<file path="src/rtl/core/ebm_pkg.sv">
package ebm_pkg;

    localparam int TOKEN_W     = 10;
    localparam int ELEM_W      = 6;
    localparam int WEIGHT_W    = 16;
    localparam int SUM_W       = 24;
    localparam int CNT_FIELD_W = 16;
    localparam int VOCAB_CFG_W = 11;
    localparam int DIMS_CFG_W  = 7;
    localparam int CFG_W       = 11;
    localparam int QUEUE_DEPTH = 4;
    localparam int QPTR_W      = 2;

    // input kinds
    localparam logic [1:0] KIND_WRITE = 2'd0;
    localparam logic [1:0] KIND_ADD   = 2'd1;
    localparam logic [1:0] KIND_CLOSE = 2'd2;

    // commands queued from front to back
    localparam logic [1:0] CMD_WRITE = 2'd0;
    localparam logic [1:0] CMD_ADD   = 2'd1;
    localparam logic [1:0] CMD_CLOSE = 2'd2;
    localparam logic [1:0] CMD_FLAG  = 2'd3;

    // configuration register indexes
    localparam logic CFG_VOCAB = 1'b0;
    localparam logic CFG_DIMS  = 1'b1;

    localparam logic [VOCAB_CFG_W-1:0] VOCAB_RESET = 11'd1024;
    localparam logic [DIMS_CFG_W-1:0]  DIMS_RESET  = 7'd64;

    localparam logic signed [SUM_W:0] SUM_MAX = 25'sd8388607;
    localparam logic signed [SUM_W:0] SUM_MIN = -25'sd8388608;

    localparam logic [SUM_W-1:0]    QUO_POS_MAX = 24'd32767;
    localparam logic [SUM_W-1:0]    QUO_NEG_MAX = 24'd32768;
    localparam logic [WEIGHT_W-1:0] MEAN_POS_MAX = 16'h7FFF;
    localparam logic [WEIGHT_W-1:0] MEAN_NEG_MAX = 16'h8000;

    typedef struct packed {
        logic [1:0]                 op;
        logic [TOKEN_W-1:0]         token;
        logic [ELEM_W-1:0]          element;
        logic signed [WEIGHT_W-1:0] weight;
        logic [CNT_FIELD_W-1:0]     count;
    } cmd_t;

endpackage

</file>
<file path="src/rtl/core/ebm_front.sv">
module ebm_front #(
    parameter int VOCAB   = 1024,
    parameter int DIM     = 64,
    parameter int MAX_BAG = 255
) (
    input  logic                              aclk,
    input  logic                              aresetn,
    input  logic                              s_valid,
    output logic                              s_ready,
    input  logic [1:0]                        s_kind,
    input  logic [ebm_pkg::TOKEN_W-1:0]       s_token,
    input  logic [ebm_pkg::ELEM_W-1:0]        s_element,
    input  logic signed [ebm_pkg::WEIGHT_W-1:0] s_weight,
    input  logic [ebm_pkg::VOCAB_CFG_W-1:0]   vocab_in_use,
    output logic                              q_push,
    output ebm_pkg::cmd_t                     q_data,
    input  logic                              q_full
);
    import ebm_pkg::*;

    localparam int CNT_W = $clog2(MAX_BAG + 1);

    logic [CNT_W-1:0] cnt_reg;
    logic [CNT_W-1:0] cnt_next;
    logic             accept;
    logic             write_ok;
    logic             token_ok;
    logic             bag_full;

    assign s_ready  = !q_full;
    assign accept   = s_valid && !q_full;
    assign write_ok = (32'(s_token) < VOCAB) && (32'(s_element) < DIM);
    assign token_ok = (32'(s_token) < VOCAB) && ({1'b0, s_token} < vocab_in_use);
    assign bag_full = (cnt_reg == CNT_W'(MAX_BAG));

    always_comb begin
        q_push         = 1'b0;
        q_data.op      = CMD_WRITE;
        q_data.token   = s_token;
        q_data.element = s_element;
        q_data.weight  = s_weight;
        q_data.count   = CNT_FIELD_W'(cnt_reg);
        cnt_next       = cnt_reg;
        unique case (s_kind)
            KIND_WRITE: begin
                q_push = accept && write_ok;
            end
            KIND_ADD: begin
                q_push = accept;
                if (token_ok && !bag_full) begin
                    q_data.op = CMD_ADD;
                    if (accept) begin
                        cnt_next = cnt_reg + 1'b1;
                    end
                end else begin
                    q_data.op = CMD_FLAG;
                end
            end
            KIND_CLOSE: begin
                q_push    = accept;
                q_data.op = CMD_CLOSE;
                if (accept) begin
                    cnt_next = '0;
                end
            end
            default: begin
                // unknown kind: drop
                q_push = 1'b0;
            end
        endcase
    end

    always_ff @(posedge aclk) begin
        if (!aresetn) begin
            cnt_reg <= '0;
        end else begin
            cnt_reg <= cnt_next;
        end
    end

endmodule

</file>
<file path="config.mk">
export PLATFORM = sky130hd
export DESIGN_NAME = ebm_front
export DESIGN_NICKNAME = d
export VERILOG_FILES = /design/src/rtl/core/ebm_pkg.sv /design/src/rtl/core/ebm_front.sv
export SDC_FILE = /design/constraint.sdc
export NUM_CORES = 1
export LEC_CHECK = 0
export BUFFER_PORTS_ARGS = -buffer_cell sky130_fd_sc_hd__buf_2
export CELL_PAD_IN_SITES_DETAIL_PLACEMENT = 1
export CELL_PAD_IN_SITES_GLOBAL_PLACEMENT = 1
export CORE_UTILIZATION = 23
export CTS_BUF_LIST = sky130_fd_sc_hd__clkbuf_8 sky130_fd_sc_hd__clkbuf_16
export DETAILED_ROUTE_END_ITERATION = 10
export PLACE_DENSITY_LB_ADDON = 0.2
export SLEW_MARGIN = 20
export SYNTH_ARGS = -nofsm -noshare
export SYNTH_HDL_FRONTEND = slang
export SYNTH_SLANG_ARGS = --single-unit
</file>
<file path="constraint.sdc">
create_clock -name aclk -period 2.6 [get_ports aclk]
set_input_delay 0.52 -clock aclk [delete_from_list [all_inputs] [get_ports aclk]]
set_output_delay 0.52 -clock aclk [all_outputs]
set_load 0.01 [all_outputs]
</file>
Yosys cells after proc, flatten, opt, wreduce, memory -nomap -nowiden
Index checks and enable logic that the tools add are counted.

storage, ports and cells
  word-level logic and storage cells = 24
  output and inout port bits = 52
  input port bits = 49
  register bits = 8

operators by class
  equality and inequality tests = 6
  order comparisons = 1
  add/sub/neg operators = 1
  reductions and logical operators = 8
  mux-type cells = 7

operator list
  kind                   number
  $mux W8                3
  $pmux W8 S2            1
  $lt A10 B11 Y1         1
  $add A8 B1 Y8 const B  1
  $eq A8 B8 Y1 const B   1
  $ne A2 B2 Y1 const B   3
  $pmux W2 S2            1
  $reduce_and A4 Y1      1
  $reduce_or A3 Y1       1
  $eq A2 B1 Y1 const B   1
  $eq A2 B2 Y1 const B   1
  $logic_and A1 B1 Y1    2
  $logic_not A1 Y1       2
  $logic_not A2 Y1       1
  $mux W2                1
  $reduce_bool A2 Y1     1
  $mux W1                1

Logic depth before layout (Yosys ltp)
Gate-level depths: netlist of the first run.

  depth in word-level cells = 5
  gate-level depth with buffers = 9
  mapped depth without buffers = 8

Least setup slack after synthesis of the first run
Ideal clock, no wire load.

  path type = input port to flip-flop
  start = input vocab_in_use[8] (netlist bit)
  end = register cnt_reg[3]
  data required time = 2513 ps
  path slack = 290 ps
  stages on the path = 9
  arrival time = 2222 ps
  buffers on the path = 1
  path through = inv_1 > ha_1 > nand4b_1 > nor2_1 > a311oi_2 > nand3_1 > or4_4 > buf_6 > o31ai_1

on the way
  cells in the longest elaborated chain, start to end = 4

ends and longest elaborated chain
  what                         line             text
  from (decl)                  ebm_front.sv:14  input logic [ebm_pkg::VOCAB_CFG_W-1:0] vocab_in_use,
  $lt A10 B11 Y1               ebm_front.sv:33  assign token_ok = (32'(s_token) < VOCAB) && ({1'b0, s_token} < vocab_in_use);
  $logic_and A1 B1 Y1          ebm_front.sv:50  if (token_ok && !bag_full) begin
  $ne A2 B2 Y1 (no line)       --
  $reduce_and A4 Y1 (no line)  --
  to (signal assigned)         ebm_front.sv:77  cnt_reg <= cnt_next;
  to (decl)                    ebm_front.sv:23  logic [CNT_W-1:0] cnt_reg;

No other way between the ends.
A chain may end at the register's enable or synchronous reset.

==> out/metrics.cfg, run 1 <==
[outcome]
status = completed

[sta]
slew_headroom_pct = 58.4
hold_viol_final = 0
final-setup-viol-count = 0
period_minus_slack_ns = 2.47
finalSetupTns_ns = 0
period_share_pct = 95.1
drv_slew = 0
worst_pin_slew_ns = 0.616
fin_skew_ns = 0.00150
rsz0062_at_grt = false
clock.fmax_mhz = 404

[global_routing]
grt_pass1_wl_mm = 3.97
antenna_found_initial = 0
grtUsageTotal_pct = 9.79
grt_max_degree = 10
overflow = 0
first_global_vias = 845

[power_and_ir_drop]
power.density_mw_per_mm2 = 337
total_power_uw = 372
leakage_uw = 0.000576
ir_worst_vdd_mv = 0.336

[drt]
vias = 906
ant_nets = 0
met3_wirelength_um = 242
routed_wl_mm = 2.42
drt_iter0_markers = 12
dr.max_layer_used = met4
drc = 0
wl_met2_mm = 1.10
detail_route.wl_per_cell_um = 11.9
first_pass_iters = 4
met1_length_mm = 1.06
vias_per_cell = 4.46

[final_layout]
fillers = 566
drive_above_1_share_pct = 37.1
synthToLayoutAreaGrowth_pct = 6.14
fin_nets = 215
largest_register_ffs = 8
final_common_cell = buf_2
num_antenna_cells = 0
mostFrequentLayoutCells = buf_2, inv_1, ha_1

[worst_setup_path]
cp_max_fo = 6
rr_startpoint = cnt_reg[0]$_SDFFE_PN0P_
criticalPathCategory = reg2out
cp-startpoint = cnt_reg[0]$_SDFFE_PN0P_
cp.required_ns = 2.08
worstPathArrival_ns = 1.95
end_kind = output pin
start_kind = flip-flop

[synth]
netlist_area_mm2 = 0.00104
ys_ff_latch = 8
synth.yosys.warnings = 0
synth.area.mux_share_pct = 0
synth_adder_area_share_pct = 15.6
synth-compound-area-share_pct = 15.6
syn_inst = 135
synthSimpleGateAreaFrac_pct = 17.9
yosysSeqAreaShare_pct = 15.4
synth_top_family_by_area = buffers and inverters
synth.distinct_cells = 30
syn_avg_cell_area_um2 = 7.70
synth_xor_area_share_pct = 0

[die]
rows = 24
die_x_um = 69.2
ios = 101
initial_core_util_pct = 23.9
die_h_um = 69.2
coreArea_mm2 = 0.00435
dieArea_mm2 = 0.00479

[clocking]
clk_latency_ns = 0.23
path_clk_slew_ns = 0.04
clock-sinks = 8
postCtsHoldBufs = 0
cts_resized = 0
cts_made_buffers = 3
cts_setup_buffers = 0
clock-root-buffer = clkbuf_8
clockBufferDepth = 2
htree_levels = 1
cts_tree = done

[placed_design]
placement.io_buffers = 48
hpwlAfterDp_mm = 2.04
globalplace.congestion = 0.755

[hold_path]
min_path_type = reg2reg
worstHoldStart = cnt_reg[1]$_SDFFE_PN0P_

[run]
drv_cap = 0

-- where the power goes --
| group | total, µW | switching [µW] | internal [µW] | leakage [µW] |
|---|---|---|---|---|
| logic | 96.7 | 54.9 | 41.8 | 0.000490 |
| registers | 124 | 0.706 | 124 | 0.0000644 |
| clock network | 151 | 50.7 | 101 | 0.0000216 |
-- routing by layer --
layer,up-vias,global-route usage (%)
met3,8,3.63
met5,-,0
li1,448,-
met1,393,12.5
met2,57,16.2
met4,0,0.907
-- area by class of cell --
type / instances / area (µm²) / area share, %
Multi-Input combinational cell: 79 / 548 / 49.7
Tap cell: 52 / 65.1 / 5.90
Sequential cell: 8 / 160 / 14.5
Timing Repair Buffer: 48 / 240 / 21.8
Clock buffer: 3 / 41.3 / 3.74
Inverter: 13 / 48.8 / 4.42
-- cells in the mapped netlist --
cell type	n	area, µm²
a211oi_1	1	7.51
a21oi_1	4	20.0
a311oi_2	1	15.0
a31oi_1	1	6.26
a41oi_1	1	8.76
and3_1	3	18.8
and3_4	1	11.3
buf_4	40	300
buf_6	1	11.3
clkbuf_1	1	3.75
conb_1	1	3.75
dfxtp_1	8	160
ha_1	13	163
inv_1	13	48.8
nand2_1	6	22.5
nand2b_1	2	12.5
nand3_1	3	15.0
nand4_1	1	6.26
nand4b_1	1	8.76
nor2_1	11	41.3
nor2b_1	2	12.5
nor3_1	1	5.00
o21ai_0	2	10.0
o21ai_1	3	15.0
o22ai_1	2	12.5
o311ai_0	6	52.6
o31ai_1	2	15.0
or2b_1	2	15.0
or3_1	1	6.26
or4_4	1	11.3
-- critical path, stage by stage, from the launching register on --
cell	delay (ns)
dfxtp_1	0.35
ha_2	0.22
and3_1	0.21
and3_4	0.19
a311oi_2	0.29
nand3_1	0.16
a21oi_2	0.14
nor2_1	0.05
buf_2	0.13
-- through the flow --
stage               instances  util (%)  cell area (µm²)  hold slack, ns  setup slack, ns
global placement          200      24.3             1060           0.498            0.148
finish                    203      25.3             1100           0.523            0.128
floorplan                 142         -             1070           0.515            0.290
detailed placement        200      24.3             1060           0.516           0.0778
CTS                       203      25.2             1100           0.523           0.0521
global route              203      25.3             1100           0.554          0.00345
-- logic make-up after synthesis --
| kind of cell | count (synthesis) |
|---|---|
| simple gates | 35 |
| buf+inv | 55 |
| compound gates | 23 |
| flops | 8 |
| other cells | 1 |
| fa+ha+maj | 13 |
-- worst paths after layout --
check                                 end  slack [ns]  cells past startpoint
hold / removal    cnt_reg[1]$_SDFFE_PN0P_        0.52                      2
setup / recovery               q_data[49]        0.13                      8
setup reg to reg  cnt_reg[7]$_SDFFE_PN0P_        0.24                      7
hold reg to reg   cnt_reg[1]$_SDFFE_PN0P_        0.52                      2
(Power assumes the default switching activity.)
==> inputs of run 2 (changes only) <==
==> constraint.sdc (replaced) <==
create_clock -name aclk -period 2.6 [get_ports aclk]
set_input_delay 0.52 -clock aclk [delete_from_list [all_inputs] [get_ports aclk]]
set_output_delay 0.52 -clock aclk [all_outputs]
set_load 0.02 [all_outputs]
==> run 2 against run 1 <==
Effect of this change:
- combinational power grew 19%
- sequential share of layout area is 0.098 points lower
- sequential power about the same
- critical path depth up 1
- critical endpoint unchanged
- largest power group unchanged
==> out/metrics.cfg, run 2 (same netlist as run 1, synthesis figures left out) <==
[outcome]
status = completed  ; unchanged

[global_routing]
antenna_found_initial = 0  ; unchanged
grt_max_degree = 10  ; unchanged
grtUsageTotal_pct = 10.4  ; was 9.79%
overflow = 0  ; unchanged
first_global_vias = 856  ; was 845
grt_pass1_wl_mm = 4.10  ; was 3.97 mm

[final_layout]
seq_area_um2 = 160  ; unchanged
multiInputGateArea_um2 = 548  ; unchanged
mostFrequentLayoutCells = buf_2, inv_1, ha_1  ; unchanged
fillers = 553  ; was 566
fin_nets = 216  ; was 215
drive_above_1_share_pct = 37.5  ; was 37.1%
design_area_mm2 = 0.00111  ; was 0.00110 mm²
synthToLayoutAreaGrowth_pct = 6.86  ; was 6.14%
num_antenna_cells = 0  ; unchanged
final_common_cell = buf_2  ; unchanged
largest_register_ffs = 8  ; unchanged

[clocking]
clockBufferDepth = 2  ; unchanged
htree_levels = 1  ; unchanged
clk_latency_ns = 0.23  ; about the same
cts_made_buffers = 3  ; unchanged
cts_tree = done  ; unchanged
clock-sinks = 8  ; unchanged
clock-root-buffer = clkbuf_8  ; unchanged
path_clk_slew_ns = 0.05  ; was 0.04 ns

[drt]
drc = 0  ; unchanged
routed_wl_mm = 2.51  ; was 2.42 mm
vias_per_cell = 4.55  ; was 4.46
drt_iter0_markers = 18  ; was 12
detail_route.wl_per_cell_um = 12.3  ; was 11.9 µm
ant_nets = 0  ; unchanged
vias = 929  ; was 906
first_pass_iters = 4  ; unchanged

[sta]
period_share_pct = 94.1  ; was 95.1%
setup_slack_ns = 0.152  ; was 0.128 ns
slew_headroom_pct = 53.8  ; was 58.4%
hold_viol_final = 0  ; unchanged
fin_skew_ns = 0.00678  ; was 0.00150 ns
period_minus_slack_ns = 2.45  ; was 2.47 ns
clock.fmax_mhz = 409  ; was 404 MHz
final-setup-viol-count = 0  ; unchanged
drv_slew = 0  ; unchanged
worst_pin_slew_ns = 0.684  ; was 0.616 ns
finalSetupTns_ns = 0  ; unchanged

[worst_setup_path]
start_kind = input port  ; was flip-flop
cp_max_fo = 3  ; was 6
criticalPathCategory = in2out  ; was reg2out
rrSetupSlack_ns = 0.19  ; was 0.24 ns
cp.required_ns = 2.08  ; about the same
end_kind = output pin  ; unchanged
worstPathArrival_ns = 1.93  ; was 1.95 ns

[power_and_ir_drop]
power.density_mw_per_mm2 = 354  ; was 337 mW/mm²
ir_worst_vdd_mv = 0.169  ; was 0.336 mV
total_power_uw = 394  ; was 372 µW
leakage_uw = 0.000582  ; was 0.000576 µW

[placed_design]
hpwlAfterDp_mm = 2.04  ; about the same
pre_cts_ws_ns = 0.0447  ; was 0.0778 ns
placement.io_buffers = 48  ; unchanged
globalplace.congestion = 0.753  ; was 0.755
place_area_mm2 = 0.00106  ; unchanged

[run]
drv_cap = 0  ; unchanged

[die]
coreArea_mm2 = 0.00435  ; unchanged
die_x_um = 69.2  ; unchanged
die_h_um = 69.2  ; unchanged
ios = 101  ; unchanged
rows = 24  ; unchanged
initial_core_util_pct = 23.9  ; unchanged
dieArea_mm2 = 0.00479  ; unchanged

[hold_path]
min_path_type = reg2reg  ; unchanged

## run 2: cell count changes in the layout (fill, tap and decap cells not counted)
cell   before  now
buf_4       0    1
## run 2: worst paths after layout
kind / startpoint / end / cells after the start
worst max-delay path: s_token[9] / q_data[49] / 9
worst min register to register: cnt_reg[7]$_SDFFE_PN0P_ / cnt_reg[7]$_SDFFE_PN0P_ / 1
worst max register to register: cnt_reg[0]$_SDFFE_PN0P_ / cnt_reg[7]$_SDFFE_PN0P_ / 8
worst min-delay path: cnt_reg[7]$_SDFFE_PN0P_ / cnt_reg[7]$_SDFFE_PN0P_ / 1
## run 2: worst max-delay path, cell delays in order
cell and delay (ns):
buf_2 0.11, ha_1 0.30, nand4b_1 0.14, nor2_1 0.08, a311oi_2 0.27, nand3_1 0.16, a21oi_2 0.15, nor2_1 0.05
buf_2 0.15
## run 2: power by group
| group | switching [µW] | leakage, µW | total (µW) | internal [µW] |
|---|---|---|---|---|
| combinational | 70.9 | 0.000496 | 115 | 43.9 |
| sequential | 0.701 | 0.0000644 | 124 | 124 |
| clock | 53.9 | 0.0000216 | 155 | 101 |
| total | 125 | 0.000582 | 394 | 268 |
## run 2: layout make-up
type | instances | area share, %
Clock buffer | 3 | 3.72
Multi-Input combinational cell | 79 | 49.3
Inverter | 13 | 4.39
Timing Repair Buffer | 49 | 22.3
Sequential cell | 8 | 14.4
Tap cell | 52 | 5.86
## run 2: per-stage QoR
stage	util (%)	hold slack, ns	std cells
after global routing	25.5	0.538	204
after floorplan	-	0.564	142
after detailed placement	24.3	0.514	200
after CTS	25.2	0.520	203
final	25.5	0.518	204
after global placement	24.3	0.500	200
## run 2: what timing repair did
| action | in CTS | in global routing |
|---|---|---|
| endpoints found under the setup margin | 0 | 1 |
| endpoints found under the hold margin | 0 | 0 |
| hold buffers | 0 | 0 |
| gates resized for setup | 0 | 2 |
| setup buffers | 0 | 1 |
## run 2: metal layers
metal  GRT usage [%]  wire length (µm)
met1            13.0              1130
met2            16.6              1100
met3            4.07               253
met4            2.95                27
met5               0                 0
==> inputs of run 3 (changes only) <==
==> constraint.sdc (replaced) <==
create_clock -name aclk -period 2.6 [get_ports aclk]
set_input_delay 0.13 -clock aclk [delete_from_list [all_inputs] [get_ports aclk]]
set_output_delay 0.13 -clock aclk [all_outputs]
set_load 0.02 [all_outputs]
==> run 3 against run 2 <==
Effect of this change:
- worst hold slack got worse by 0.26 ns
- routed wire length shrank 0.56%
- maximum frequency is 2.4% higher
- non-clock buffer count down 1
- clock power hardly changed
- first-iteration DRC count shrank 56%
- clock skew is 0.0054 ns lower
- final cell count down 0.49%
- global-route usage rose by 0.33 points
- sequential power about the same
- die area is the same
- critical endpoint is now cnt_reg[7]$_SDFFE_PN0P_
- largest cell class unchanged
==> out/metrics.cfg, run 3 (same netlist as run 1, synthesis figures left out) <==
[outcome]
status = completed  ; unchanged

[final_layout]
fillers = 562  ; was 553
drive_above_1_share_pct = 35.8  ; was 37.5%
fin_nets = 215  ; was 216
seq_area_um2 = 160  ; unchanged
largest_register_ffs = 8  ; unchanged
final_util_pct = 25.2  ; was 25.5%
final_common_cell = buf_2  ; unchanged
num_antenna_cells = 0  ; unchanged
design_area_mm2 = 0.00110  ; was 0.00111 mm²
mostFrequentLayoutCells = buf_2, inv_1, ha_1  ; unchanged
synthToLayoutAreaGrowth_pct = 5.54  ; was 6.86%
multiInputGateArea_um2 = 542  ; was 548 µm²

[die]
rows = 24  ; unchanged
ios = 101  ; unchanged
coreArea_mm2 = 0.00435  ; unchanged
dieArea_mm2 = 0.00479  ; unchanged
die_x_um = 69.2  ; unchanged
die_h_um = 69.2  ; unchanged
initial_core_util_pct = 23.9  ; unchanged

[clocking]
path_clk_slew_ns = 0.04  ; was 0.05 ns
clock-sinks = 8  ; unchanged
cts_tree = done  ; unchanged
clk_latency_ns = 0.23  ; about the same
clockBufferDepth = 2  ; unchanged
htree_levels = 1  ; unchanged
clock-root-buffer = clkbuf_8  ; unchanged
cts_setup_buffers = 0  ; unchanged
postCtsHoldBufs = 0  ; unchanged
cts_resized = 0  ; unchanged
cts_made_buffers = 3  ; unchanged

[worst_setup_path]
rr_startpoint = cnt_reg[0]$_SDFFE_PN0P_  ; unchanged
worstPathArrival_ns = 2.53  ; was 1.93 ns
crit_family = simple AND/OR/NAND/NOR gates  ; unchanged
cp_max_fo = 8  ; was 3
end_kind = flip-flop  ; was output pin
path_cells = ha_1, and3_1, and3_4, a311oi_2, nand3_1, or4_4, o31ai_1  ; was buf_2, ha_1, nand4b_1, nor2_1, a311oi_2, nand3_1, a21oi_2, nor2_1, buf_2
crit_slowest_cell = or4_4  ; was ha_1
critPathBufInv = 0  ; was 2
crit_cells = 7  ; was 9
r2r_cells = 7  ; was 8
start_kind = flip-flop  ; was input port
rrSetupSlack_ns = 0.21  ; was 0.19 ns
slowest_delay_ns = 0.61  ; was 0.30 ns
cp.required_ns = 2.74  ; was 2.08 ns
rr_endpoint = cnt_reg[7]$_SDFFE_PN0P_  ; unchanged
criticalPathCategory = reg2reg  ; was in2out

[sta]
clock.fmax_mhz = 418  ; was 409 MHz
worst_pin_slew_ns = 0.725  ; was 0.684 ns
period_share_pct = 91.9  ; was 94.1%
drv_slew = 0  ; unchanged
final-setup-viol-count = 0  ; unchanged
period_minus_slack_ns = 2.39  ; was 2.45 ns
rsz0062_at_grt = false
hold_viol_final = 0  ; unchanged
finalSetupTns_ns = 0  ; unchanged
setup_slack_ns = 0.210  ; was 0.152 ns
fin_skew_ns = 0.00137  ; was 0.00678 ns
slew_headroom_pct = 51.0  ; was 53.8%

[hold_path]
hold_depth = 3  ; was 1
min_path_type = in2reg  ; was reg2reg
hold_end = cnt_reg[1]$_SDFFE_PN0P_  ; was cnt_reg[7]$_SDFFE_PN0P_
worstHoldStart = aresetn  ; was cnt_reg[7]$_SDFFE_PN0P_

[global_routing]
first_global_vias = 957  ; was 856
grt_max_degree = 10  ; unchanged
overflow = 0  ; unchanged
antenna_found_initial = 0  ; unchanged
grt_pass1_wl_mm = 4.33  ; was 4.10 mm
grtUsageTotal_pct = 10.7  ; was 10.4%

[drt]
routed_wl_mm = 2.49  ; was 2.51 mm
ant_nets = 0  ; unchanged
vias_per_cell = 4.62  ; was 4.55
drt_iter0_markers = 8  ; was 18
vias = 938  ; was 929
first_pass_iters = 4  ; unchanged
detail_route.wl_per_cell_um = 12.3  ; about the same
drc = 0  ; unchanged

[placed_design]
pre_cts_ws_ns = 0.208  ; was 0.0447 ns
hpwlAfterDp_mm = 2.09  ; was 2.04 mm
place_area_mm2 = 0.00106  ; unchanged
placement.io_buffers = 48  ; unchanged
globalplace.congestion = 0.697  ; was 0.753

[power_and_ir_drop]
leakage_uw = 0.000579  ; was 0.000582 µW
power.density_mw_per_mm2 = 353  ; was 354 mW/mm²
ir_worst_vdd_mv = 0.306  ; was 0.169 mV

[run]
drv_cap = 0  ; unchanged

==> run 3: changes by cell type in the layout (fill, tap and decap cells not counted), sizes merged <==
cell / delta
buf: -1
==> run 3: worst max-delay path by stage <==
stage | from | end | slack [ns]
after global placement | cnt_reg[0]$_SDFFE_PN0P_ | cnt_reg[7]$_SDFFE_PN0P_ | 0.34
after CTS | cnt_reg[0]$_SDFFE_PN0P_ | cnt_reg[7]$_SDFFE_PN0P_ | 0.20
after global routing | cnt_reg[0]$_SDFFE_PN0P_ | cnt_reg[7]$_SDFFE_PN0P_ | 0.04
after detailed placement | cnt_reg[0]$_SDFFE_PN0P_ | cnt_reg[7]$_SDFFE_PN0P_ | 0.21
final | cnt_reg[0]$_SDFFE_PN0P_ | cnt_reg[7]$_SDFFE_PN0P_ | 0.21
after floorplan | cnt_reg[0]$_SDFFE_PN0P_ | cnt_reg[7]$_SDFFE_PN0P_ | 0.27
==> run 3: worst register-to-register path, cell delays in order (launching register included) <==
cell,delay (ns)
dfxtp_1,0.35
ha_1,0.25
and3_1,0.21
and3_4,0.19
a311oi_2,0.30
nand3_1,0.16
or4_4,0.61
o31ai_1,0.24
==> run 3: power by group <==
group | switching (µW) | internal, µW
registers | 0.660 | 124
logic | 69.5 | 41.6
clock network | 51.4 | 101
==> run 3: cell type report <==
| cell class | count | share of cell area, % |
|---|---|---|
| Tap cell | 52 | 5.93 |
| Clock buffer | 3 | 3.76 |
| Timing Repair Buffer | 48 | 21.9 |
| Inverter | 13 | 4.45 |
| Sequential cell | 8 | 14.6 |
| Multi-Input combinational cell | 79 | 49.4 |
==> run 3: stage by stage <==
stage          total power [µW]  hold WS, ns  std cells
6_report                    387        0.256        203
5_1_grt                     414        0.255        203
4_1_cts                     395        0.251        203
3_5_place_dp                239        0.260        200
3_3_place_gp                234        0.260        200
2_1_floorplan               262        0.278        142
==> run 3: routing by layer <==
metal	GRT usage [%]	routed length (µm)
met1	12.0	1040
met2	18.9	1180
met3	4.94	262
met4	1.59	16
met5	0	0
