--- config.mk ---
export PLATFORM = sky130hd
export DESIGN_NAME = ebm_queue
export DESIGN_NICKNAME = d
export VERILOG_FILES = /design/src/rtl/core/ebm_pkg.sv /design/src/rtl/core/ebm_queue.sv
export SDC_FILE = /design/constraint.sdc
export NUM_CORES = 1
export LEC_CHECK = 0
export BUFFER_PORTS_ARGS = -buffer_cell sky130_fd_sc_hd__buf_2
export CORE_ASPECT_RATIO = 0.9
export CORE_MARGIN = 5
export CORE_UTILIZATION = 58
export DETAILED_ROUTE_END_ITERATION = 8
export GPL_TIMING_DRIVEN = 0
export MAX_ROUTING_LAYER = met4
export PLACE_DENSITY_LB_ADDON = 0.1
export SYNTH_ARGS = -nofsm -noshare
export SYNTH_HDL_FRONTEND = slang
export SYNTH_SLANG_ARGS = --single-unit
--- constraint.sdc ---
create_clock -name aclk -period 5.8 [get_ports aclk]
set_input_delay 0.87 -clock aclk [delete_from_list [all_inputs] [get_ports aclk]]
set_output_delay 0.87 -clock aclk [all_outputs]
set_load 0.01 [all_outputs]
--- src/rtl/core/ebm_pkg.sv ---
package ebm_pkg;

    localparam int TOKEN_W     = 10;
    localparam int ELEM_W      = 6;
    localparam int WEIGHT_W    = 16;
    localparam int SUM_W       = 24;
    localparam int CNT_FIELD_W = 16;
    localparam int VOCAB_CFG_W = 11;
    localparam int DIMS_CFG_W  = 7;
    localparam int CFG_W       = 11;
    localparam int QUEUE_DEPTH = 4;
    localparam int QPTR_W      = 2;

    // input kinds
    localparam logic [1:0] KIND_WRITE = 2'd0;
    localparam logic [1:0] KIND_ADD   = 2'd1;
    localparam logic [1:0] KIND_CLOSE = 2'd2;

    // commands queued from front to back
    localparam logic [1:0] CMD_WRITE = 2'd0;
    localparam logic [1:0] CMD_ADD   = 2'd1;
    localparam logic [1:0] CMD_CLOSE = 2'd2;
    localparam logic [1:0] CMD_FLAG  = 2'd3;

    // configuration register indexes
    localparam logic CFG_VOCAB = 1'b0;
    localparam logic CFG_DIMS  = 1'b1;

    localparam logic [VOCAB_CFG_W-1:0] VOCAB_RESET = 11'd1024;
    localparam logic [DIMS_CFG_W-1:0]  DIMS_RESET  = 7'd64;

    localparam logic signed [SUM_W:0] SUM_MAX = 25'sd8388607;
    localparam logic signed [SUM_W:0] SUM_MIN = -25'sd8388608;

    localparam logic [SUM_W-1:0]    QUO_POS_MAX = 24'd32767;
    localparam logic [SUM_W-1:0]    QUO_NEG_MAX = 24'd32768;
    localparam logic [WEIGHT_W-1:0] MEAN_POS_MAX = 16'h7FFF;
    localparam logic [WEIGHT_W-1:0] MEAN_NEG_MAX = 16'h8000;

    typedef struct packed {
        logic [1:0]                 op;
        logic [TOKEN_W-1:0]         token;
        logic [ELEM_W-1:0]          element;
        logic signed [WEIGHT_W-1:0] weight;
        logic [CNT_FIELD_W-1:0]     count;
    } cmd_t;

endpackage

--- src/rtl/core/ebm_queue.sv ---
module ebm_queue (
    input  logic          aclk,
    input  logic          aresetn,
    input  logic          push,
    input  ebm_pkg::cmd_t push_data,
    output logic          full,
    input  logic          pop,
    output ebm_pkg::cmd_t pop_data,
    output logic          empty
);
    import ebm_pkg::*;

    cmd_t              entry_reg [QUEUE_DEPTH];
    logic [QPTR_W-1:0] wr_ptr_reg;
    logic [QPTR_W-1:0] rd_ptr_reg;
    logic [QPTR_W:0]   fill_reg;
    logic [QPTR_W:0]   fill_next;

    assign full     = (fill_reg == (QPTR_W+1)'(QUEUE_DEPTH));
    assign empty    = (fill_reg == '0);
    assign pop_data = entry_reg[rd_ptr_reg];

    always_comb begin
        fill_next = fill_reg;
        if (push && !pop) begin
            fill_next = fill_reg + 1'b1;
        end else if (pop && !push) begin
            fill_next = fill_reg - 1'b1;
        end
    end

    always_ff @(posedge aclk) begin
        if (!aresetn) begin
            wr_ptr_reg <= '0;
            rd_ptr_reg <= '0;
            fill_reg   <= '0;
        end else begin
            if (push) begin
                wr_ptr_reg <= wr_ptr_reg + 1'b1;
            end
            if (pop) begin
                rd_ptr_reg <= rd_ptr_reg + 1'b1;
            end
            fill_reg <= fill_next;
        end
    end

    always_ff @(posedge aclk) begin
        if (push) begin
            entry_reg[wr_ptr_reg] <= push_data;
        end
    end

endmodule

# After elaboration in Yosys (flattened, before gate mapping)
# Memory sizes are Yosys's and may differ from the RTL's. A register that Yosys moved wholly into a read port is not among the register bits.
# Index checks and enable logic that the tools add are counted.
[classes]
n_addsub = 4
eq_ne = 1
mux = 6
n_reduce_logical = 6
[ops]
columns = ["operator", "n"]
rows = [
  ["$mux 3", 2],
  ["$add 2x1->2 const B", 2],
  ["$mux 2", 2],
  ["$add 3x1->3 const B", 1],
  ["$eq 3x3->1 const B", 1],
  ["$logic_not 3->1", 1],
  ["$sub 3x1->3 const B", 1],
  ["$logic_and 1x1->1", 2],
  ["$logic_not 1->1", 2],
  ["$mux 1", 2],
  ["$reduce_bool 2->1", 1],
]
[totals]
ff_bits = 7
ram_bits = 200
inputBits = 54
output_inout_bits = 52
word_cells = 21
mem_count = 1
[mem_list]
columns = ["name", "depth", "width", "rd", "rd_ports_with_merged_regs", "wr", "line", "source"]
rows = [
  ["entry_reg", 4, 50, 1, 1, 1, "ebm_queue.sv:13", "cmd_t entry_reg [QUEUE_DEPTH];"],
]

# Depth between registers and ports, before layout
# Gate-level depths: netlist of run 1.
[logic_depth]
word_depth = 4
ltp_mapped = 7
depth_no_buf = 7

# Worst setup path before layout of run 1
# Ideal clock, no wire load.
[synth_path]
path_type = "in2reg"
from = "input push"
to = "memory entry_reg[0][0] (netlist name), enable pin"
setup_ps = 413
arrival_ps = 2064
required_time_ps = 5387
slack_ps = 3323
cell_stages = 1
path_buffers = 0
cell_sequence = "and2_1"
[synth_via]
elab_chain_len = 2
[synth_rtl]
columns = ["item", "line", "source"]
rows = [
  ["from (decl)", "ebm_queue.sv:4", "input logic push,"],
  ["$mux 1", "ebm_queue.sv:49", "if (push) begin"],
  ["$mux 1 (not written as such)", "ebm_queue.sv:50", "entry_reg[wr_ptr_reg] <= push_data;"],
  ["to (decl)", "ebm_queue.sv:13", ""],
]
# No other way between the ends.

==> results of run 1 <==
worst max-delay path, cell delays in order (launching register included):
cell and delay, ps:
dfxtp_1 310, buf_1 200, buf_2 330, mux4_2 370, buf_2 160
path summary, 6_finish.rpt:
path                              start                   endpoint  slack (ps)  depth (start not counted)
max                            register               pop_data[45]        3090                          4
min            fill_reg[2]$_SDFFE_PN0P_   fill_reg[2]$_SDFFE_PN0P_         520                          2
max reg2reg  wr_ptr_reg[0]$_SDFFE_PN0P_  entry_reg[3][6]$_DFFE_PP_        3910                          3
min reg2reg    fill_reg[2]$_SDFFE_PN0P_   fill_reg[2]$_SDFFE_PN0P_         520                          2
metal layers:
metal	vias to the layer above	share of wire (%)	wire length [um]	global-route usage (%)
li1	1555	-	-	-
met4	0	1.7	221	4.05
met2	89	51	6580	28.2
met5	-	0	0	-
met3	17	5.2	672	3.63
met1	1776	42	5370	22.6
stage by stage:
| stage | setup WS, ps | hold WS [ps] | utilization [%] | total power, uW | instances |
|---|---|---|---|---|---|
| 6_report | 3090 | 515 | 69.4 | 3340 | 619 |
| 5_1_grt | 2980 | 577 | 69.4 | 3470 | 619 |
| 4_1_cts | 3020 | 522 | 69.4 | 3380 | 618 |
| 3_5_place_dp | 3360 | 515 | 64.5 | 2130 | 581 |
| 3_3_place_gp | 2210 | 488 | 64.0 | 2120 | 578 |
| 2_1_floorplan | 3320 | 472 | - | 1990 | 305 |
layout make-up:
cell class,count,share of cell area (%)
clock inverter,12,1.09
sequential,209,67.5
timing repair buffer,108,6.47
multi-input combinational,80,15.1
clock buffer,25,5.89
tap,168,2.29
buffer,12,1.53
antenna,1,0.0273
inverter,4,0.164
power by group through the flow:
stage                     Sequential (uW)  Clock [uW]  Combinational [uW]
after floorplan                      1780           0                 209
after global placement               1780           0                 330
after detailed placement             1780           0                 344
after CTS                            1750        1280                 346
after global routing                 1760        1350                 367
final                                1750        1250                 336
cell usage in the layout (no fill, tap or decap), drive strengths merged:
master / count
edfxtp: 200
buf: 120
mux4: 50
clkbuf: 25
clkinv: 10
dfxtp: 9
and2: 9
ha: 5
inv: 4
xor2: 3
xnor2: 2
mux2i: 2
nor2b: 2
bufinv: 2
diode: 1
nor3: 1
nor3b: 1
nand2: 1
o21ai: 1
or3: 1
a21boi: 1
fa: 1
cell families (layout without fill, tap and decap cells):
family | Yosys count | count (layout) | share of synthesized area [%]
other | 0 | 1 | 0
adder cells (fa/ha/maj) | 6 | 6 | 1.07
flip-flops | 209 | 209 | 80.2
buffers and inverters | 16 | 161 | 2.01
AND/OR/NAND/NOR | 15 | 15 | 1.18
XOR/XNOR | 5 | 5 | 0.568
AO/OA/AOI/OAI | 2 | 2 | 0.162
multiplexers | 52 | 52 | 14.9
==> qor_table.md, run 1 <==
| Group | Parameter | This run |
| --- | --- | --- |
| synth | Net Count, Synth | 365 |
| synth | Area of the mapped netlist | 7720 um^2 |
| synth | Synth Register Bits | 209 |
| clocking | Clock tree from TritonCTS | built |
| floorplanning | Die width | 132 um |
| setup path | Crit. End Element | primary output |
| sta | Final-report hold violation count | 0 |
| sta | Actual slew at the worst max-slew pin | 925 ps |
| pwr | Worst ir drop on vdd | 0.234 mV |
| pwr | Combinational cell fraction of total power | 10.1% |
| clocking | Post-CTS Resized | 0 |
| route | Routed WL per cell | 20.7 um |
| final layout | Post-route cell area | 9170 um^2 |
| global routing | Number of global-route vias before repair | 3733 |
| sta | Setup total negative slack | 0 ps |
| setup path | Required time at the endpoint of the critical path | 4930 ps |
| clocking | Count of buffers added by post-CTS timing repair for setup | 0 |
| synth | Count of yosys warnings during synthesis | 0 |
| pwr | Internal power contribution | 2650 uW |
| final layout | Area added between synthesis and finish | 18.8% |
| route | Routed via count | 3437 |
| clocking | CTS clk-pin slew, worst paths | 60 ps |
| sta | Portion of the clock cycle consumed by the worst path in the final layout | 46.7% |
| route | DRC errors left | 0 |
| route | Per-cell via count in the routed design | 5.55 |
| sta | Clk_skew | 6.21 ps |
| synth | Number of cells produced by synthesis | 305 |
| pwr | Switching part of the total power | 20.7% |
| synth | Leading area contributor after synthesis | edfxtp_1 |
| sta | Max-slew violation total from the final report | 0 |
| global routing | Aggregate global-route resource usage | 17.2% |
| floorplanning | Die extent in y | 119 um |
| route | Number of antenna-violating nets in the routed design | 0 |
| floorplanning | Total core area | 13200 um^2 |
| clocking | Later-pin clock latency in the skew report | 470 ps |
| setup path | Highest fanout seen on the critical path | 10 |
| pwr | Reported net switching power | 689 uW |
| worst hold path | Hold Crit Class | register to register |
| setup path | Category of the most critical setup path | register to primary output |
| synth | Most frequent cells after synthesis | edfxtp_1, mux4_2, and2_1, dfxtp_1 |
| setup path | Arrival time at the worst endpoint | 1840 ps |
| sta | Setup violators final | 0 |
| placed design | Number of input and output port buffers inserted | 105 |
| placed design | Global placer's final weighted congestion | 0.692 |
| synth | Sequential-to-total area share from yosys stat | 80.2% |
| floorplanning | Number of ports placed on the die boundary | 106 |
| placed design | Placement-stage cell area | 8530 um^2 |
| clocking | H-tree lvl count | 1 |
| floorplanning | Die outline area | 15700 um^2 |
| status | Status | complete, no violations |
| run | Max Cap Viol | 0 |
| floorplanning | Std cell rows | 40 |
| global routing | Congestion Overflow GR | 0 |
| route | First-iteration detailed-routing DRC count | 174 |
| final layout | Largest register FFs | 200 |
| clocking | Cell at the root of the clock tree | clkbuf_16 |
| pwr | Power per cell area | 364 nW/um^2 |
| sta | Top achievable clock speed | 0.369 GHz |
| final layout | Area occupied by multi-input gates | 1380 um^2 |
| sta | Unrepaired setup endpoints after global routing | false |
| floorplanning | Starting Density | 58.4% |
| placed design | Detailed placement HPWL | 7750 um |
| synth | Average cell area after synthesis | 25.3 um^2 |
| synth | Dominant register cell in the synthesized netlist | edfxtp_1 |
| synth | Proportion of netlist area held by the largest area contributor | 77.8% |
| synth | Number of flops mapped to enable cells by yosys | 200 |
| synth | Share of async-settable or async-resettable flops after synthesis | 0% |
| pwr | Sequential Power Share | 52.5% |
| sta | Min cycle time layout | 2710 ps |
| synth | Most frequently used cell type in the post-synthesis netlist | edfxtp_1 |
| pwr | Clk pwr share | 37.4% |
| clocking | Total clock buffers created by CTS | 21 |
| pwr | Leakage power figure | 0.00315 uW |
| final layout | Share of cells above drive strength 1 | 44.0% |
| final layout | FILL cells | 846 |
| route | Wire length after detailed routing | 12800 um |
| clocking | Number of buffers added to fix hold violations after cts | 0 |
| sta | Worst slew margin relative to its limit | 38.3% |
| clocking | Bufs on Longest Clock Path | 3 |
| synth | Unique masters post-synth | 21 |
| clocking | Clk sink count | 209 |
| synth | Top area cells in the synthesized netlist | edfxtp_1, mux4_2, dfxtp_1 |
| global routing | First-pass GRT wire length | 20600 um |
| setup path | Crit start category | register |
| route | Detailed-routing iteration count for the pre-antenna-repair pass | 4 |
| global routing | Antenna violations before repair | 1 |
| final layout | Post-layout nets | 496 |
| final layout | Storage cell area | 6190 um^2 |
| global routing | Largest net degree at the start of global routing | 51 |
Note: power is estimated with default switching activity, not from simulation.
==> run 2, diff against run 1 <==
--- a/config.mk
+++ b/config.mk
@@ -8,7 +8,7 @@
 export BUFFER_PORTS_ARGS = -buffer_cell sky130_fd_sc_hd__buf_2
 export CORE_ASPECT_RATIO = 0.9
 export CORE_MARGIN = 5
-export CORE_UTILIZATION = 58
+export CORE_UTILIZATION = 57
 export DETAILED_ROUTE_END_ITERATION = 8
 export GPL_TIMING_DRIVEN = 0
 export MAX_ROUTING_LAYER = met4
==> constraint.sdc (replaced) <==
create_clock -name aclk -period 2.8 [get_ports aclk]
set_input_delay 0.42 -clock aclk [delete_from_list [all_inputs] [get_ports aclk]]
set_output_delay 0.42 -clock aclk [all_outputs]
set_load 0.01 [all_outputs]
==> run 2 against run 1 <==
Global-route usage shrank 0.45 points. Wire length shrank 1.2%. Worst hold slack lost 360 ps. Clock-buffer cell count shrank 2. Clock power grew 120%. Total power grew 110%. Die area grew 1.6%. Cell count grew 0.16%. Via count shrank 0.44%. Flip-flop and latch count is the same. Critical path depth is the same. Non-clock buffer count grew 1.
==> qor_table.md, run 2 (same netlist as run 1, synthesis figures left out) <==
| Group | Parameter | This run | Change |
| --- | --- | --- | --- |
| clocking | Number of buffers added to fix hold violations after cts | 0 | unchanged |
| clocking | Post-CTS Resized | 0 | unchanged |
| global routing | First-pass GRT wire length | 20000 um | -3.0% |
| floorplanning | Die width | 133 um | +0.81% |
| sta | Setup total negative slack | 0 ps | unchanged |
| setup path | Cell family contributing the most delay on the critical path | buffers and inverters |  |
| setup path | Arrival time at the worst endpoint | 1870 ps | +30 ps |
| setup path | Crit start category | register |  |
| worst hold path | Hold Crit Class | input pin to register |  |
| route | DRC errors left | 0 | unchanged |
| setup path | Crit. End Element | primary output |  |
| route | First-iteration detailed-routing DRC count | 267 | +53% |
| global routing | Aggregate global-route resource usage | 16.8% | -0.45 points |
| setup path | Highest-delay cell along the critical path | mux4_2 |  |
| setup path | Reg-to-Reg Start | wr_ptr_reg[0]$_SDFFE_PN0P_ |  |
| floorplanning | Number of ports placed on the die boundary | 106 | unchanged |
| route | Detailed-routing iteration count for the pre-antenna-repair pass | 4 | unchanged |
| setup path | Crit path buffers/inverters | 3 | unchanged |
| clocking | Clock tree from TritonCTS | built |  |
| floorplanning | Total core area | 13300 um^2 | +0.76% |
| pwr | Total Power | 7130 uW | +110% |
| global routing | Met3 demand-to-capacity share in global routing | 4.12% | +0.49 points |
| clocking | Total clock buffers created by CTS | 21 | unchanged |
| final layout | Largest register FFs | 200 | unchanged |
| route | Routed via count | 3422 | -0.44% |
| placed design | Global placer's final weighted congestion | 0.666 | -3.8% |
| global routing | Antenna violations before repair | 1 | unchanged |
| pwr | Leakage power figure | 0.00319 uW | +1.2% |
| floorplanning | Std cell rows | 40 | unchanged |
| sta | Min cycle time layout | 2290 ps |  |
| sta | Worst slew margin relative to its limit | 43.5% | +5.1 points |
| sta | Top achievable clock speed | 0.436 GHz |  |
| route | Per-cell via count in the routed design | 5.52 | -0.60% |
| setup path | Flop2flop setup slack | 920 ps | -2990 ps |
| clocking | Count of buffers added by post-CTS timing repair for setup | 0 | unchanged |
| sta | Actual slew at the worst max-slew pin | 848 ps | -77.2 ps |
| setup path | Category of the most critical setup path | register to primary output |  |
| global routing | Met1 capacity usage during global routing | 21.8% | -0.82 points |
| worst hold path | Worst Hold Endpoint | entry_reg[3][3]$_DFFE_PP_ |  |
| placed design | Number of input and output port buffers inserted | 105 | unchanged |
| worst hold path | Startpoint of the worst hold path | push_data[3] |  |
| sta | Post-Route Hold Slack | 152 ps | -364 ps |
| setup path | Highest fanout seen on the critical path | 10 | unchanged |
| sta | Final-report hold violation count | 0 | unchanged |
| final layout | Area added between synthesis and finish | 19.7% |  |
| global routing | Congestion Overflow GR | 0 | unchanged |
| route | Number of antenna-violating nets in the routed design | 0 | unchanged |
| route | Routed WL per cell | 20.5 um | -1.4% |
| sta | Setup violators final | 0 | unchanged |
| setup path | FF-to-FF End | entry_reg[2][25]$_DFFE_PP_ |  |
| setup path | Crit path largest cell delay | 360 ps | about the same |
| status | Status | complete, no violations |  |
| sta | Final Worst Setup Slack | 507 ps | -2580 ps |
| clocking | Cell at the root of the clock tree | clkbuf_16 |  |
| route | Wire length after detailed routing | 12700 um | -1.2% |
| placed design | Detailed placement HPWL | 7810 um | +0.79% |
| run | Max Cap Viol | 0 | unchanged |
| setup path | Chain of cells forming the critical path | buf_1 > buf_2 > mux4_2 > buf_2 |  |
| global routing | Highest-utilization routing layer at the global route stage | met2 |  |
| final layout | Share of cells above drive strength 1 | 45.2% | +1.2 points |
| global routing | Largest net degree at the start of global routing | 31 | -39% |
| setup path | Most numerous cell on the critical path | buf_2 |  |
| floorplanning | Starting Density | 58.0% | -0.44 points |
| placed design | Setup Slack @ Placement | 829 ps | -2530 ps |
| worst hold path | WHS Path Cells | 1 | -1 |
| global routing | Number of global-route vias before repair | 3643 | -2.4% |
| clocking | Clk sink count | 209 | unchanged |
| clocking | Later-pin clock latency in the skew report | 470 ps | about the same |
| floorplanning | Die extent in y | 120 um | +0.80% |
| pwr | Worst ir drop on vdd | 0.536 mV | +130% |
| clocking | Bufs on Longest Clock Path | 3 | unchanged |
| setup path | Required time at the endpoint of the critical path | 2380 ps | -2550 ps |
| clocking | CTS clk-pin slew, worst paths | 60 ps | about the same |
| sta | Clk_skew | 4.97 ps | -1.24 ps |
| clocking | H-tree lvl count | 1 | unchanged |
| sta | Portion of the clock cycle consumed by the worst path in the final layout | 81.9% |  |
| sta | Unrepaired setup endpoints after global routing | false |  |
| final layout | Most common library cell in the layout ignoring fill and taps | edfxtp_1 |  |
| setup path | Length in cells of the worst reg-to-reg path | 4 | +1 |
| global routing | Global routing usage on met2 | 27.2% | -1.0 points |
| final layout | Top library cells by usage in the layout, fill and taps aside | edfxtp_1, buf_2, mux4_2 |  |
| pwr | Power per cell area | 772 nW/um^2 | +110% |
| floorplanning | Die outline area | 16000 um^2 | +1.6% |
| sta | Max-slew violation total from the final report | 0 | unchanged |
| final layout | Post-layout nets | 497 | +0.20% |
[run 2: cell count changes in the layout (fill, tap and decap cells not counted)]
| cell | previous run | this run |
|---|---|---|
| clkbuf_1 | 4 | 2 |
| clkinv_2 | 2 | 5 |
| and2_2 | 3 | 4 |
| buf_12 | 7 | 9 |
| and2_4 | 1 | 0 |
| buf_16 | 1 | 0 |
| bufinv_16 | 2 | 4 |
| clkinv_1 | 8 | 5 |
[run 2: worst register-to-register path, cell delays in order, from the launching register on]
cell and delay, ps:
dfxtp_1 350, inv_1 100, ha_1 150, and2_2 710, buf_12 270
[run 2: area by class of cell]
class	instances	area [um^2]
clock buffers	23	533
repair buffers	109	606
inverters	4	15.0
fillers	860	4080
clock inverters	14	164
well taps	168	210
multi-input cells	80	1380
plain buffers	12	140
flip-flops and latches	209	6190
diodes	1	2.50
[run 2: worst max path at each step]
stage | slack [ps] | to | cells after the start | start
finish | 510 | pop_data[2] | 4 | register
global route | 400 | pop_data[2] | 4 | register
CTS | 470 | pop_data[18] | 4 | register
detailed placement | 830 | entry_reg[2][45]$_DFFE_PP_ | 3 | push
global placement | -330 | entry_reg[2][19]$_DFFE_PP_ | 2 | push
floorplan | 650 | entry_reg[2][0]$_DFFE_PP_ | 3 | wr_ptr_reg[0]$_SDFFE_PN0P_
[run 2: power breakdown]
group | switching (uW) | internal [uW]
combinational | 353 | 343
sequential | 41.8 | 3590
clock | 1070 | 1740
total | 1470 | 5670
[run 2: routing by layer]
| metal | share of wire [%] | routed length, um | vias to the layer above |
|---|---|---|---|
| met5 | 0 | 0 | - |
| met4 | 1.7 | 218 | 0 |
| met3 | 5.8 | 738 | 18 |
| met2 | 51 | 6470 | 91 |
| met1 | 41 | 5260 | 1752 |
| li1 | - | - | 1561 |
[run 2: metrics by stage]
| step | std cells | cell area [um^2] | utilization [%] |
|---|---|---|---|
| global route | 620 | 9240 | 69.4 |
| CTS | 619 | 9240 | 69.4 |
| global placement | 578 | 8450 | 63.5 |
| detailed placement | 582 | 8540 | 64.1 |
| floorplan | 305 | 7720 | - |
| finish | 620 | 9240 | 69.4 |
==> run 3, diff against run 2 <==
--- a/config.mk
+++ b/config.mk
@@ -5,6 +5,7 @@
 export SDC_FILE = /design/constraint.sdc
 export NUM_CORES = 1
 export LEC_CHECK = 0
+export ABC_AREA = 1
 export BUFFER_PORTS_ARGS = -buffer_cell sky130_fd_sc_hd__buf_2
 export CORE_ASPECT_RATIO = 0.9
 export CORE_MARGIN = 5
==> constraint.sdc (replaced) <==
create_clock -name aclk -period 2.3 [get_ports aclk]
set_input_delay 0.345 -clock aclk [delete_from_list [all_inputs] [get_ports aclk]]
set_output_delay 0.345 -clock aclk [all_outputs]
set_load 0.01 [all_outputs]
==> run 3 against run 2 <==
Clock-buffer cell count up 8. Synthesized cell count rose by 77%. Total power increased by 18%. Clock power is 13% higher. Utilization shrank 1.1 points. Synthesized area up 3.6%. Setup slack got worse by 430 ps. Critical path depth is 1 higher. Global-route usage rose by 4.7 points. Die area rose by 3.3%. Critical endpoint is now pop_data[14].
==> qor_table.md, run 3 <==
| Group | Parameter | This run | Change |
| --- | --- | --- | --- |
| status | Status | complete, no violations |  |
| synth | Simple logic cell fraction of the synthesized area | 5.65% | +4.5 points |
| setup path | Crit. End Element | primary output |  |
| setup path | Arrival time at the worst endpoint | 1880 ps | about the same |
| pwr | Total Power | 8430 uW | +18% |
| clocking | Clk sink count | 209 | unchanged |
| synth | Net Count, Synth | 601 | +65% |
| global routing | Congestion Overflow GR | 0 | unchanged |
| global routing | First-pass GRT wire length | 26400 um | +32% |
| floorplanning | Die width | 135 um | +1.6% |
| sta | Final-report hold violation count | 0 | unchanged |
| final layout | FILL cells | 963 | +12% |
| route | Detailed-routing iteration count for the pre-antenna-repair pass | 5 | +1 |
| worst hold path | Startpoint of the worst hold path | push_data[16] |  |
| setup path | Category of the most critical setup path | register to primary output |  |
| floorplanning | Die outline area | 16500 um^2 | +3.3% |
| clocking | CTS clk-pin slew, worst paths | 60 ps | about the same |
| clocking | Later-pin clock latency in the skew report | 490 ps | +20 ps |
| clocking | Number of buffers added to fix hold violations after cts | 0 | unchanged |
| synth | Area of the mapped netlist | 7990 um^2 | +3.6% |
| clocking | H-tree lvl count | 1 | unchanged |
| floorplanning | Die extent in y | 122 um | +1.6% |
| floorplanning | Starting Density | 57.5% | -0.49 points |
| sta | Max-slew violation total from the final report | 0 | unchanged |
| synth | Fraction of the mapped netlist area in compound gates | 10.8% | +11 points |
| worst hold path | Hold Crit Class | input pin to register |  |
| global routing | Antenna violations before repair | 2 | +1 |
| placed design | Detailed placement HPWL | 10300 um | +32% |
| sta | Unrepaired setup endpoints after global routing | false |  |
| final layout | Share of cells above drive strength 1 | 24.9% | -20 points |
| placed design | Setup Slack @ Placement | 437 ps | -392 ps |
| global routing | Largest net degree at the start of global routing | 32 | +3.2% |
| synth | Number of flops mapped to enable cells by yosys | 200 | unchanged |
| sta | Setup total negative slack | 0 ps | unchanged |
| global routing | Aggregate global-route resource usage | 21.5% | +4.7 points |
| route | Routed WL per cell | 19.4 um | -5.2% |
| route | Routed via count | 4899 | +43% |
| synth | Most frequently used cell type in the post-synthesis netlist | edfxtp_1 |  |
| synth | Mux cell area share after synthesis | 0% | -15 points |
| placed design | Number of input and output port buffers inserted | 105 | unchanged |
| sta | Portion of the clock cycle consumed by the worst path in the final layout | 96.8% |  |
| setup path | Crit start category | register |  |
| clocking | Total clock buffers created by CTS | 21 | unchanged |
| run | Max Cap Viol | 0 | unchanged |
| setup path | Reg-to-Reg Start | wr_ptr_reg[0]$_SDFFE_PN0P_ |  |
| setup path | Highest fanout seen on the critical path | 10 | unchanged |
| route | DRC errors left | 0 | unchanged |
| sta | Clk_skew | 9.53 ps | +4.56 ps |
| sta | Final Worst Setup Slack | 74.2 ps | -432 ps |
| sta | Top achievable clock speed | 0.449 GHz |  |
| sta | Post-Route Hold Slack | 63.8 ps | -87.9 ps |
| clocking | Count of buffers added by post-CTS timing repair for setup | 0 | unchanged |
| synth | Unique masters post-synth | 22 | +4.8% |
| synth | Number of cells produced by synthesis | 541 | +77% |
| pwr | Leakage power figure | 0.00344 uW | +7.9% |
| synth | Top area cells in the synthesized netlist | edfxtp_1, nor2_1, o22ai_1 |  |
| floorplanning | Number of ports placed on the die boundary | 106 | unchanged |
| synth | Average cell area after synthesis | 14.8 um^2 | -42% |
| final layout | Largest register FFs | 200 | unchanged |
| final layout | Post-layout nets | 733 | +47% |
| sta | Min cycle time layout | 2230 ps |  |
| synth | Most frequent cells after synthesis | edfxtp_1, nor2_1, o21ai_1 |  |
| route | First-iteration detailed-routing DRC count | 347 | +30% |
| floorplanning | Std cell rows | 41 | +2.5% |
| final layout | Most common library cell in the layout ignoring fill and taps | edfxtp_1 |  |
| global routing | Number of global-route vias before repair | 4920 | +35% |
| clocking | Post-CTS Resized | 0 | unchanged |
| clocking | Bufs on Longest Clock Path | 3 | unchanged |
| synth | Dominant combinational cell family by area after synthesis | compound AO/OA/AOI/OAI gates |  |
| final layout | Area occupied by multi-input gates | 1400 um^2 | +1.2% |
| sta | Worst slew margin relative to its limit | 43.9% | +0.44 points |
| final layout | Area added between synthesis and finish | 18.8% |  |
| placed design | Global placer's final weighted congestion | 0.723 | +8.5% |
| route | Wire length after detailed routing | 17100 um | +35% |
| route | Per-cell via count in the routed design | 5.55 | +0.52% |
| synth | Count of yosys warnings during synthesis | 0 | unchanged |
| synth | Proportion of netlist area held by the largest area contributor | 75.2% | -2.7 points |
| synth | Sequential-to-total area share from yosys stat | 77.4% | -2.7 points |
| pwr | Power per cell area | 888 nW/um^2 | +15% |
| final layout | Top library cells by usage in the layout, fill and taps aside | edfxtp_1, buf_2, nor2_1 |  |
| clocking | Clock tree from TritonCTS | built |  |
| synth | Synth Register Bits | 209 | unchanged |
| setup path | Required time at the endpoint of the critical path | 1960 ps | -420 ps |
| synth | Area share of xor/xnor cells in the synthesized design | 0% | -0.57 points |
| setup path | Flop2flop setup slack | 470 ps | -450 ps |
| synth | Leading area contributor after synthesis | edfxtp_1 |  |
| synth | Dominant register cell in the synthesized netlist | edfxtp_1 |  |
| synth | Share of async-settable or async-resettable flops after synthesis | 0% | unchanged |
| sta | Setup violators final | 0 | unchanged |
| route | Number of antenna-violating nets in the routed design | 0 | unchanged |
| final layout | Storage cell area | 6190 um^2 | unchanged |
| clocking | Cell at the root of the clock tree | clkbuf_16 |  |
| synth | Adder-cell share of the synthesized area | 1.03% | -0.037 points |
| pwr | Worst ir drop on vdd | 0.645 mV | +20% |
| sta | Actual slew at the worst max-slew pin | 840 ps | -7.78 ps |
| floorplanning | Total core area | 13900 um^2 | +4.4% |
==> run 3: cell types whose count changed in the layout (fill, tap and decap cells not counted), sizes merged, moves of 4 or more <==
cell,delta
o22ai,+50
buf,+18
a21oi,+4
clkinv,-6
o21ai,+105
nand2,+8
nor2,+105
inv,+14
and2,-9
mux4,-50
clkbuf,+8
==> run 3: cells by family after synthesis <==
| kind of cell | count (synthesis) |
|---|---|
| DFF | 209 |
| buffers and inverters | 48 |
| and+or+nand+nor | 118 |
| adders and majority gates | 6 |
| AOI/OAI and AO/OA | 160 |
==> run 3: stage by stage <==
step	instance area [um^2]	instances	utilization [%]
2_1_floorplan	7990	541	-
3_3_place_gp	8760	839	63.0
3_5_place_dp	8850	843	63.6
4_1_cts	9480	880	68.2
5_1_grt	9490	882	68.3
6_report	9490	883	68.3
==> run 3: where the power goes <==
part | total (uW) | leakage (uW) | switching (uW) | internal (uW)
clock network | 3170 | 0.000310 | 1310 | 1860
logic | 868 | 0.00122 | 543 | 325
registers | 4390 | 0.00191 | 45.3 | 4350
==> run 3: area by class of cell <==
class	count	area share, %
buffer	31	3.49
timing repair buffer	109	6.46
multi-input combinational	284	14.7
tap	193	2.54
sequential	209	65.2
clock buffer	31	6.14
inverter	17	0.804
antenna	3	0.0791
clock inverter	6	0.580
==> run 3: path summary, 6_finish.rpt <==
kind,end,cells after the start
hold reg to reg,register,1
setup / recovery,pop_data[14],5
setup reg to reg,entry_reg[2][45]$_DFFE_PP_,5
hold / removal,entry_reg[2][16]$_DFFE_PP_,1
==> run 3: critical path, stage by stage (launching register included) <==
cell and delay [ps]:
dfxtp_1 390, inv_1 200, buf_2 280, o21ai_1 110, o22ai_1 220, buf_2 190
==> run 3: routing by layer <==
layer | GRT usage (%) | share of wire, %
met5 | - | 0
met1 | 28.1 | 43
met3 | 4.18 | 5.8
met2 | 35.2 | 50
met4 | 5.41 | 1.5
